[src/sv/bpa_pkg.sv]
// shared types and constants for the bitmap page allocator
// no dependencies
package bpa_pkg;

    localparam int NUM_PAGES = 4096;   // pages in the free map
    localparam int PW = 13;   // page counts and limits
    localparam int IW = 12;   // page index

    localparam logic [1:0] OP_AT     = 2'd0;
    localparam logic [1:0] OP_ANY    = 2'd1;
    localparam logic [1:0] OP_FREE   = 2'd2;
    localparam logic [1:0] OP_UNUSED = 2'd3;

    localparam logic [1:0] ST_OK   = 2'd0;
    localparam logic [1:0] ST_BAD  = 2'd1;
    localparam logic [1:0] ST_NONE = 2'd2;

    localparam logic [PW-1:0] LIMIT_RST = 13'd4096;

    typedef struct packed {
        logic       load;
        logic       clear_wr;
        logic       scan;
        logic       to_claim;
        logic       claim_wr;
        logic       sub;
        logic       set_st;
        logic [1:0] st;
        logic       emit;
    } t_cmd;

    typedef struct packed {
        logic [1:0] op;
        logic       past;
        logic       cnt_zero;
        logic       lim_zero;
        logic       chk_v;
        logic       chk_free;
        logic       run_hit;
        logic       scan_end;
        logic       claim_end;
        logic       clr_done;
        logic       out_free;
    } t_sts;

endpackage

[src/sv/bpa_ctrl.sv]
// controller state machine: clearing pass, operation decode, scan, claim, result
// depends on bpa_pkg
module bpa_ctrl
    import bpa_pkg::*;
(
    input  logic i_clk,
    input  logic i_rst_n,
    input  logic i_in_tvalid,
    output logic o_in_tready,
    input  logic i_cfg_valid,
    output logic o_cfg_ready,
    input  t_sts i_sts,
    output t_cmd o_cmd
);
    localparam logic [2:0] S_CLEAR = 3'd0;
    localparam logic [2:0] S_IDLE  = 3'd1;
    localparam logic [2:0] S_START = 3'd2;
    localparam logic [2:0] S_SCAN  = 3'd3;
    localparam logic [2:0] S_CLAIM = 3'd4;
    localparam logic [2:0] S_DONE  = 3'd5;

    logic [2:0] r_state, n_state;

    // limit writes only between words, and ahead of a waiting input word
    assign o_cfg_ready = (r_state == S_IDLE);
    assign o_in_tready = (r_state == S_IDLE) && !i_cfg_valid;

    always_comb begin
        o_cmd   = '0;
        n_state = r_state;
        case (r_state)
            S_CLEAR: begin
                if (i_sts.clr_done) begin
                    n_state = S_IDLE;
                end else begin
                    o_cmd.clear_wr = 1'b1;
                end
            end
            S_IDLE: begin
                if (i_in_tvalid && o_in_tready) begin
                    o_cmd.load = 1'b1;
                    n_state    = S_START;
                end
            end
            S_START: begin
                o_cmd.set_st = 1'b1;
                o_cmd.st     = ST_OK;
                n_state      = S_DONE;
                case (i_sts.op)
                    OP_AT, OP_FREE: begin
                        if (i_sts.past) begin
                            o_cmd.st = ST_BAD;
                        end else if (!i_sts.cnt_zero) begin
                            n_state = S_SCAN;
                        end
                    end
                    OP_ANY: begin
                        if (!i_sts.cnt_zero) begin
                            n_state = S_SCAN;
                        end else if (i_sts.lim_zero) begin
                            o_cmd.st = ST_NONE;
                        end
                    end
                    default: o_cmd.st = ST_BAD;
                endcase
            end
            S_SCAN: begin
                if (i_sts.op == OP_AT && i_sts.chk_v && !i_sts.chk_free) begin
                    o_cmd.set_st = 1'b1;
                    o_cmd.st     = ST_BAD;
                    n_state      = S_DONE;
                end else if (i_sts.op == OP_ANY && i_sts.chk_v && i_sts.run_hit) begin
                    o_cmd.to_claim = 1'b1;
                    n_state        = S_CLAIM;
                end else if (i_sts.scan_end) begin
                    if (i_sts.op == OP_AT) begin
                        o_cmd.to_claim = 1'b1;
                        n_state        = S_CLAIM;
                    end else begin
                        o_cmd.set_st = 1'b1;
                        o_cmd.st     = (i_sts.op == OP_ANY) ? ST_NONE : ST_OK;
                        n_state      = S_DONE;
                    end
                end else begin
                    o_cmd.scan = 1'b1;
                end
            end
            S_CLAIM: begin
                if (i_sts.claim_end) begin
                    o_cmd.sub    = 1'b1;
                    o_cmd.set_st = 1'b1;
                    o_cmd.st     = ST_OK;
                    n_state      = S_DONE;
                end else begin
                    o_cmd.claim_wr = 1'b1;
                end
            end
            S_DONE: begin
                if (i_sts.out_free) begin
                    o_cmd.emit = 1'b1;
                    n_state    = S_IDLE;
                end
            end
            default: n_state = S_IDLE;
        endcase
    end

    always_ff @(posedge i_clk) begin
        if (!i_rst_n) begin
            r_state <= S_CLEAR;
        end else begin
            r_state <= n_state;
        end
    end
endmodule

[config.mk]
export PLATFORM = sky130hd
export DESIGN_NAME = bpa_ctrl
export DESIGN_NICKNAME = d
export VERILOG_FILES = /design/src/sv/bpa_pkg.sv /design/src/sv/bpa_ctrl.sv
export SDC_FILE = /design/constraint.sdc
export NUM_CORES = 1
export LEC_CHECK = 0
export BUFFER_PORTS_ARGS = -buffer_cell sky130_fd_sc_hd__buf_2
export CAP_MARGIN = 15
export CORE_AREA = 3 3 40 42
export CTS_BUF_LIST = sky130_fd_sc_hd__clkbuf_4
export DETAILED_ROUTE_END_ITERATION = 10
export DIE_AREA = 0 0 43 45
export HOLD_SLACK_MARGIN = 0.02
export REMOVE_ABC_BUFFERS = 1
export SYNTH_ARGS = -nofsm -noshare
export SYNTH_HDL_FRONTEND = slang
export SYNTH_SLANG_ARGS = --single-unit
[constraint.sdc]
create_clock -name i_clk -period 1.4 [get_ports i_clk]
set_input_delay 0.14 -clock i_clk [delete_from_list [all_inputs] [get_ports i_clk]]
set_output_delay 0.14 -clock i_clk [all_outputs]
set_load 0.01 [all_outputs]
# Word-level counts from Yosys, hierarchy flattened
# Cells that the tools add are included.
# Widths: inputs -> output; s select.
# classes
n_eq_ne,12
mux,38
n_reduce_logical,12
# op_table
op,count
$mux 3,13
$pmux 3 s6,1
$mux 1,14
$mux 2,6
$pmux 3 s3,1
$eq 3x2->1 const B,2
$eq 3x3->1 const B,2
$logic_and 1x1->1,6
$ne 2x2->1 const B,3
$pmux 3 s2,1
$reduce_and 5->1,1
$mux 4,1
$ne 4x4->1 const B,1
$pmux 2 s2,1
$eq 3x1->1 const B,1
$logic_not 3->1,1
$eq 2x1->1 const B,1
$eq 2x2->1 const B,1
$logic_not 1->1,2
$logic_not 2->1,1
$ne 2x1->1 const B,1
$reduce_or 2->1,1
# word_totals
register_bits,3
inputBits,16
out_inout_bits,12
word_cells,63

# Depth between registers and ports, before layout
# Gate-level depths: netlist of run 1.
# logic_depth
depth_word,7
depth_mapped,5
ltp_nobuf,5

# Worst setup path before layout of run 1
# OpenSTA, ideal clock, no wires.
# synth_timing
path_type,register to output
startpoint,reg r_state[2]
endpoint,out o_cmd[9] (netlist bit)
arrival_ns,1.165
t_required_ns,1.260
path_slack_ns,0.095
stages_incl_launch_ff,4
n_path_buf,0
path_cell_list,dfxtp_1 > or3_1 > nor2_1 > and2_1
# synth_rtl
item,line_no,rtl
"start, declared",bpa_ctrl.sv:22,"logic [2:0] r_state, n_state;"
"start signal, assigned",bpa_ctrl.sv:112,r_state <= n_state;
"end, declared",bpa_ctrl.sv:13,output t_cmd o_cmd

==> flow_summary.ini, run 1 <==
[critical_path]
slowest_delay_ns = 0.39
critPathLaunchType = flop
r2r-end = r_state[1]
cp.buffers_inverters = 2
worstSetupPathType = reg2out
end_kind = primary output
rrSetupSlack_ns = 0.07
r2r_start = r_state[0]
rr_worst_depth = 5
cp_top_family = simple AND/OR/NAND/NOR gates
cp_slowest_cell = or3_4
cp_cell_sequence = inv_2 > or3_4 > nor2_4 > and2_1 > buf_2
cp.arrival_ns = 1.36
path_max_fanout = 4
critPathRequiredTime_ns = 1.26

[die]
die_area_um2 = 1940
initial_utilization = 0.298
die_w_um = 43
rows = 13
core_area_um2 = 1280
die_y_um = 45
boundaryPins = 28

[grt]
use_met2 = 0.260
grt-ovfl-total = 0
grt_use_met1 = 0.154
grt_pass1_wl_mm = 2.09
top_usage_layer = met2
use_met3 = 0.0199
grt_pass1_vias = 526
grt_max_degree = 13
antenna_found_initial = 0
grt_usage = 0.145

[clock_network]
cts_tree = yes
clk_pin_slew_ns = 0.05
cts.sinks = 3
cts_made_buffers = 3
htree_levels = 1
clockRootBuffer = clkbuf_4
ctsHoldBuffers = 0
cts_max_path_buffers = 2
clkLatencyLatePin_ns = 0.25

[sta]
worst_pin_slew_ns = 0.474
hold_viol = 0
setup_ws_ns = -0.100
min_period_ns = 1.50
grt_setup_unrepaired = true
post-route-period-util = 1.07
timing.fmax_mhz = 667
slew_violations = 0
report.final.setup_viol = 5
slew_headroom = 0.676
skew_ns = 0.0118

[yosys]
synth_area_um2 = 383
synthSimpleGateAreaFrac = 0.484
synth-compound-area-share = 0.278
synth_seq_cells = 3
yosysWarnings = 0
yosysSeqAreaShare = 0.157
synth_cells = 56
synthMuxAreaShare = 0.0294
yosys.cell_types.count = 30
synth_xor_area_frac = 0
synth_top_family_by_area = simple AND/OR/NAND/NOR gates
synth.avg_cell_area_um2 = 6.84
synthAdderAreaFrac = 0

[place]
routabilityCongestion = 0.736
io_buffer_count = 27
post-dp-hpwl_mm = 1.00
place_ws_ns = 0.0746
placed_area_um2 = 554

[layout]
area_growth_pct = 69.9
top_regs = r_state x3
nNetsFinal = 108
fillers = 133
largest-register = r_state
drive_gt1_frac = 0.593
largest_register_ffs = 3
n_antenna_cell = 0
finalInstanceArea_um2 = 651

[drt]
via_count = 573
final_antenna_net_count = 0
drt_iter0_drc = 16
wl_mm = 1.33
viasPerCell = 5.41
drc = 0
first_pass_iters = 4
wl_per_cell_um = 12.5

[pwr]
powerDensity_nw_per_um2 = 804
p_sw_uw = 189
leakagePower_uw = 0.000317
sw_frac_of_total = 0.361
clkPwrFrac = 0.348
ir_drop_mv = 0.288
combPwrFrac = 0.433
seqPwrFrac = 0.219
p_int_uw = 334

[job]
cap_violations = 0

[worst_hold_path]
hold-path-cell-count = 3
hold_end = r_state[2]
min-delay-start = i_rst_n
hp-class = in2reg

[outcome]
violations = negative setup slack
outcome = finished, violations left
cell usage in the layout, fill, tap and decap left out:
master	instances
nor4_1	2
nor3b_2	1
nor3_4	1
mux2_2	1
clkbuf_4	4
o21ai_0	1
nand2_1	8
nand3b_1	1
and3_2	1
a2111oi_2	1
a21boi_0	1
inv_1	2
buf_2	26
o211ai_1	1
and2_1	1
or3_4	1
nand2b_4	1
or2_1	1
nor2_4	1
a31oi_1	2
nor2b_2	1
nor3_1	2
dfxtp_2	3
and2b_2	1
nor2_1	5
buf_6	1
buf_4	5
a21oi_1	2
a2111oi_0	1
o41ai_2	1
a32oi_1	1
o22ai_1	1
nand2b_2	1
o221ai_1	1
nor2b_1	1
inv_2	2
or4_4	1
nand2b_1	3
cell type report:
class / instances / area [um^2] / share of cell area
Clock buffer: 4 / 30.0 / 0.0462
Inverter: 4 / 15.0 / 0.0231
Multi-Input combinational cell: 48 / 344 / 0.529
Sequential cell: 3 / 63.8 / 0.0981
Tap cell: 15 / 18.8 / 0.0288
Timing Repair Buffer: 32 / 179 / 0.275
per-stage QoR:
| step | utilization | hold slack (ns) | std cells | TNS, ns | power (uW) |
|---|---|---|---|---|---|
| after floorplan | - | 0.249 | 55 | -0.104 | 214 |
| after global placement | 0.431 | 0.399 | 100 | 0 | 301 |
| after detailed placement | 0.431 | 0.398 | 100 | 0 | 303 |
| after CTS | 0.490 | 0.153 | 105 | -0.234 | 512 |
| after global routing | 0.506 | 0.164 | 106 | -0.677 | 557 |
| final | 0.506 | 0.171 | 106 | -0.247 | 523 |
worst register-to-register path, cell delays in order (launching register included):
cell	delay, ns
dfxtp_2	0.34
inv_2	0.06
or3_4	0.40
buf_4	0.15
o221ai_1	0.21
a31oi_1	0.06
synth_stat cells, drive strengths merged:
library cell,number,area (um^2)
nor2b,2,12.5
inv,4,15.0
and2,1,6.26
nor3,3,15.0
buf,1,5.00
dfxtp,3,60.1
nand3b,1,7.51
nand2,8,30.0
o41ai,1,16.3
or3,1,6.26
a31oi,2,12.5
or2,1,6.26
a21oi,2,10.0
nor2,6,22.5
and2b,1,8.76
or4,1,11.3
o21ai,1,5.00
o221ai,1,8.76
a2111oi,2,23.8
a21boi,1,7.51
nor4,2,12.5
and3,1,7.51
o22ai,1,6.26
mux2,1,11.3
o211ai,1,7.51
a32oi,1,8.76
nand2b,5,31.3
nor3b,1,7.51
cells by family after synthesis:
| group | count (synthesis) |
|---|---|
| and+or+nand+nor | 34 |
| muxes | 1 |
| AOI/OAI and AO/OA | 13 |
| buffers and inverters | 5 |
| DFF | 3 |
power groups by stage:
stage	combinational (uW)	sequential, uW	clock, uW
CTS	210	113	189
finish	227	114	182
global placement	193	108	0
floorplan	101	113	0
global route	247	116	195
detailed placement	194	109	0
routing by layer:
metal,vias up,part of all wire,wire length [um]
met3,2,0.090,120
met2,28,0.50,664
met4,0,0.0068,9
met5,-,0,0
li1,278,-,-
met1,265,0.40,534
how the worst max path moves through the flow:
stage	endpoint	slack, ns	cells past startpoint	startpoint
after global placement	o_cmd[7]	0.07	6	i_sts[10]
after global routing	o_cmd[9]	-0.14	5	r_state[0]
after CTS	o_cmd[9]	-0.09	4	r_state[2]
after floorplan	o_cmd[9]	-0.1	4	r_state[0]
after detailed placement	o_cmd[7]	0.07	6	i_sts[10]
final	o_cmd[9]	-0.10	5	r_state[0]
timing repair:
item                                    4_1_cts  5_1_grt
endpoints found under the setup margin        8       10
pin swaps                                     0        2
buffers inserted                              1        1
resized for setup                            11        3
No activity file was read; power rests on OpenSTA's default activity.
==> run 2, diff against run 1 <==
Settings changed: ABC_AREA set to 1, CORE_AREA 3 3 40 42 to unset, CORE_MARGIN set to 3, CORE_UTILIZATION set to 35, DIE_AREA 0 0 43 45 to unset, HOLD_SLACK_MARGIN 0.02 to unset, PLACE_DENSITY set to 0.66.
==> flow_summary.ini, run 2 <==
[outcome]
outcome = finished, violations left
violations = negative setup slack

[place]
io_buffer_count = 27
post-dp-hpwl_mm = 1.05
dp.cells = 125
routabilityCongestion = 0.823

[layout]
stdcell_count = 137
n_antenna_cell = 0
largest_register_ffs = 3
multiInputGateArea_um2 = 370
layout_commonest_cell = buf_2
regArea_um2 = 71.3
fillers = 112
final_cell_mix = 27 x buf_2, 15 x inv_1, 10 x nor2_1
nNetsFinal = 140
drive_gt1_frac = 0.585
top_regs = r_state x3
largest-register = r_state
area_growth_pct = 62.3
postLayoutCoreUtil = 0.659

[grt]
grt_usage = 0.153
grt-ovfl-total = 0
grt_max_degree = 7
grt_pass1_wl_mm = 2.16
grt_pass1_vias = 524
antenna_found_initial = 0

[pwr]
leakagePower_uw = 0.000468
powerDensity_nw_per_um2 = 1600
finalPower_uw = 1270
ir_drop_mv = 1.08

[sta]
slew_headroom = 0.781
setup_ws_ns = -0.00294
worst_pin_slew_ns = 0.328
slew_violations = 0
post-route-period-util = 1.00
timing.fmax_mhz = 713
hold_viol = 0
min_period_ns = 1.40
skew_ns = 0.00513
grt_setup_unrepaired = true
report.final.setup_viol = 1

[critical_path]
crit_path_start = r_state[2]
cp_top_family = flip-flops
worstSetupPathType = reg2out
cp.arrival_ns = 1.26
slowest_delay_ns = 0.36
cp.buffers_inverters = 2
cp_slowest_cell = dfxtp_4
critPathRequiredTime_ns = 1.26
critPathLaunchType = flop
cp_cell_sequence = inv_4 > nand3_4 > nor2_4 > nand3_1 > a21oi_1 > buf_2
r2r_start = r_state[2]
end_kind = primary output
path_max_fanout = 4

[clock_network]
ctsHoldBuffers = 0
cts_max_path_buffers = 2
clockRootBuffer = clkbuf_4
cts.sinks = 3
cts_made_buffers = 3
clk_pin_slew_ns = 0.04
clkLatencyLatePin_ns = 0.23
cts_tree = yes
htree_levels = 1

[yosys]
yosys.area.top_type_share = 0.138
synth.avg_cell_area_um2 = 5.81
yosys.cell_types.count = 23
synthMuxAreaShare = 0
synthSimpleGateAreaFrac = 0.518
synth_top_flop_cell = dfxtp_1
synth_area_um2 = 488
synth_top_family_by_area = simple AND/OR/NAND/NOR gates
yosysMostFrequentCell = inv_1
synth_cells = 84
synth-compound-area-share = 0.156
synth_common_cells = 18 x inv_1, 11 x nor2_1, 9 x nand2_1, 5 x nand3_1
yosysWarnings = 0
async_reset_ff_frac = 0
synthAdderAreaFrac = 0
yosysSeqAreaShare = 0.123
synth_seq_cells = 3
synth_xor_area_frac = 0
synth_top_cell_by_area = inv_1
synth-edff-count = 0
synthTopCellsByArea = inv_1 14%, dfxtp_1 12%, nor2_1 8.5%

[die]
boundaryPins = 28
die_area_um2 = 1880
initial_utilization = 0.406
rows = 12
die_y_um = 43.3
core_area_um2 = 1200
die_w_um = 43.3

[drt]
wl_per_cell_um = 10.2
wl_mm = 1.39
drc = 0
via_count = 641
final_antenna_net_count = 0
drt_iter0_drc = 9
first_pass_iters = 4
viasPerCell = 4.68

[worst_hold_path]
min-delay-start = i_rst_n
hp-class = in2reg

[job]
cap_violations = 0
run 2: timing repair:
action / 4_1_cts / 5_1_grt
gates resized for setup: 10 / 11
pin swaps: 1 / 5
endpoints found under the setup margin: 5 / 7
setup buffers: 1 / 7
run 2: area by class of cell:
type | count | area share
Multi-Input combinational cell | 57 | 0.468
Tap cell | 14 | 0.0221
Inverter | 23 | 0.117
Clock buffer | 4 | 0.0379
Sequential cell | 3 | 0.0900
Timing Repair Buffer | 36 | 0.265
run 2: cells by family after synthesis:
kind of cell	after synthesis
DFF	3
and+or+nand+nor	45
buffers and inverters	24
AOI/OAI and AO/OA	12
run 2: final timing paths:
check	to	slack (ns)	cells past startpoint
worst max register to register	r_state[2]	0.11	9
worst max-delay path	o_cmd[2]	-0.003	6
worst min register to register	r_state[2]	0.68	5
worst min-delay path	r_state[2]	0.18	3
run 2: metal layers:
layer / GRT usage / wire length, um / vias to the layer above
li1: - / - / 337
met1: 0.166 / 610 / 294
met2: 0.263 / 740 / 10
met3: 0.0415 / 44 / 0
met4: 0.0904 / 0 / 0
met5: 0 / 0 / -
run 2: stage by stage:
stage | setup WS (ns) | instance area, um^2 | hold slack [ns] | setup TNS [ns]
floorplan | 0.201 | 477 | 0.274 | 0
global placement | 0.106 | 637 | 0.418 | 0
detailed placement | 0.0703 | 637 | 0.413 | 0
CTS | 0.000372 | 703 | 0.161 | 0
global route | -0.140 | 792 | 0.159 | -0.372
finish | -0.00294 | 792 | 0.177 | -0.00294
run 2: report_power, final:
| group | internal, uW | total (uW) | switching (uW) |
|---|---|---|---|
| Clock | 126 | 173 | 47.0 |
| Combinational | 384 | 873 | 489 |
| Sequential | 145 | 224 | 78.8 |
run 2: worst min-delay path, delay by kind of cell:
kind / cells / cell delay, ns
buffers and inverters: 1 / 0.10
and+or+nand+nor: 2 / 0.13
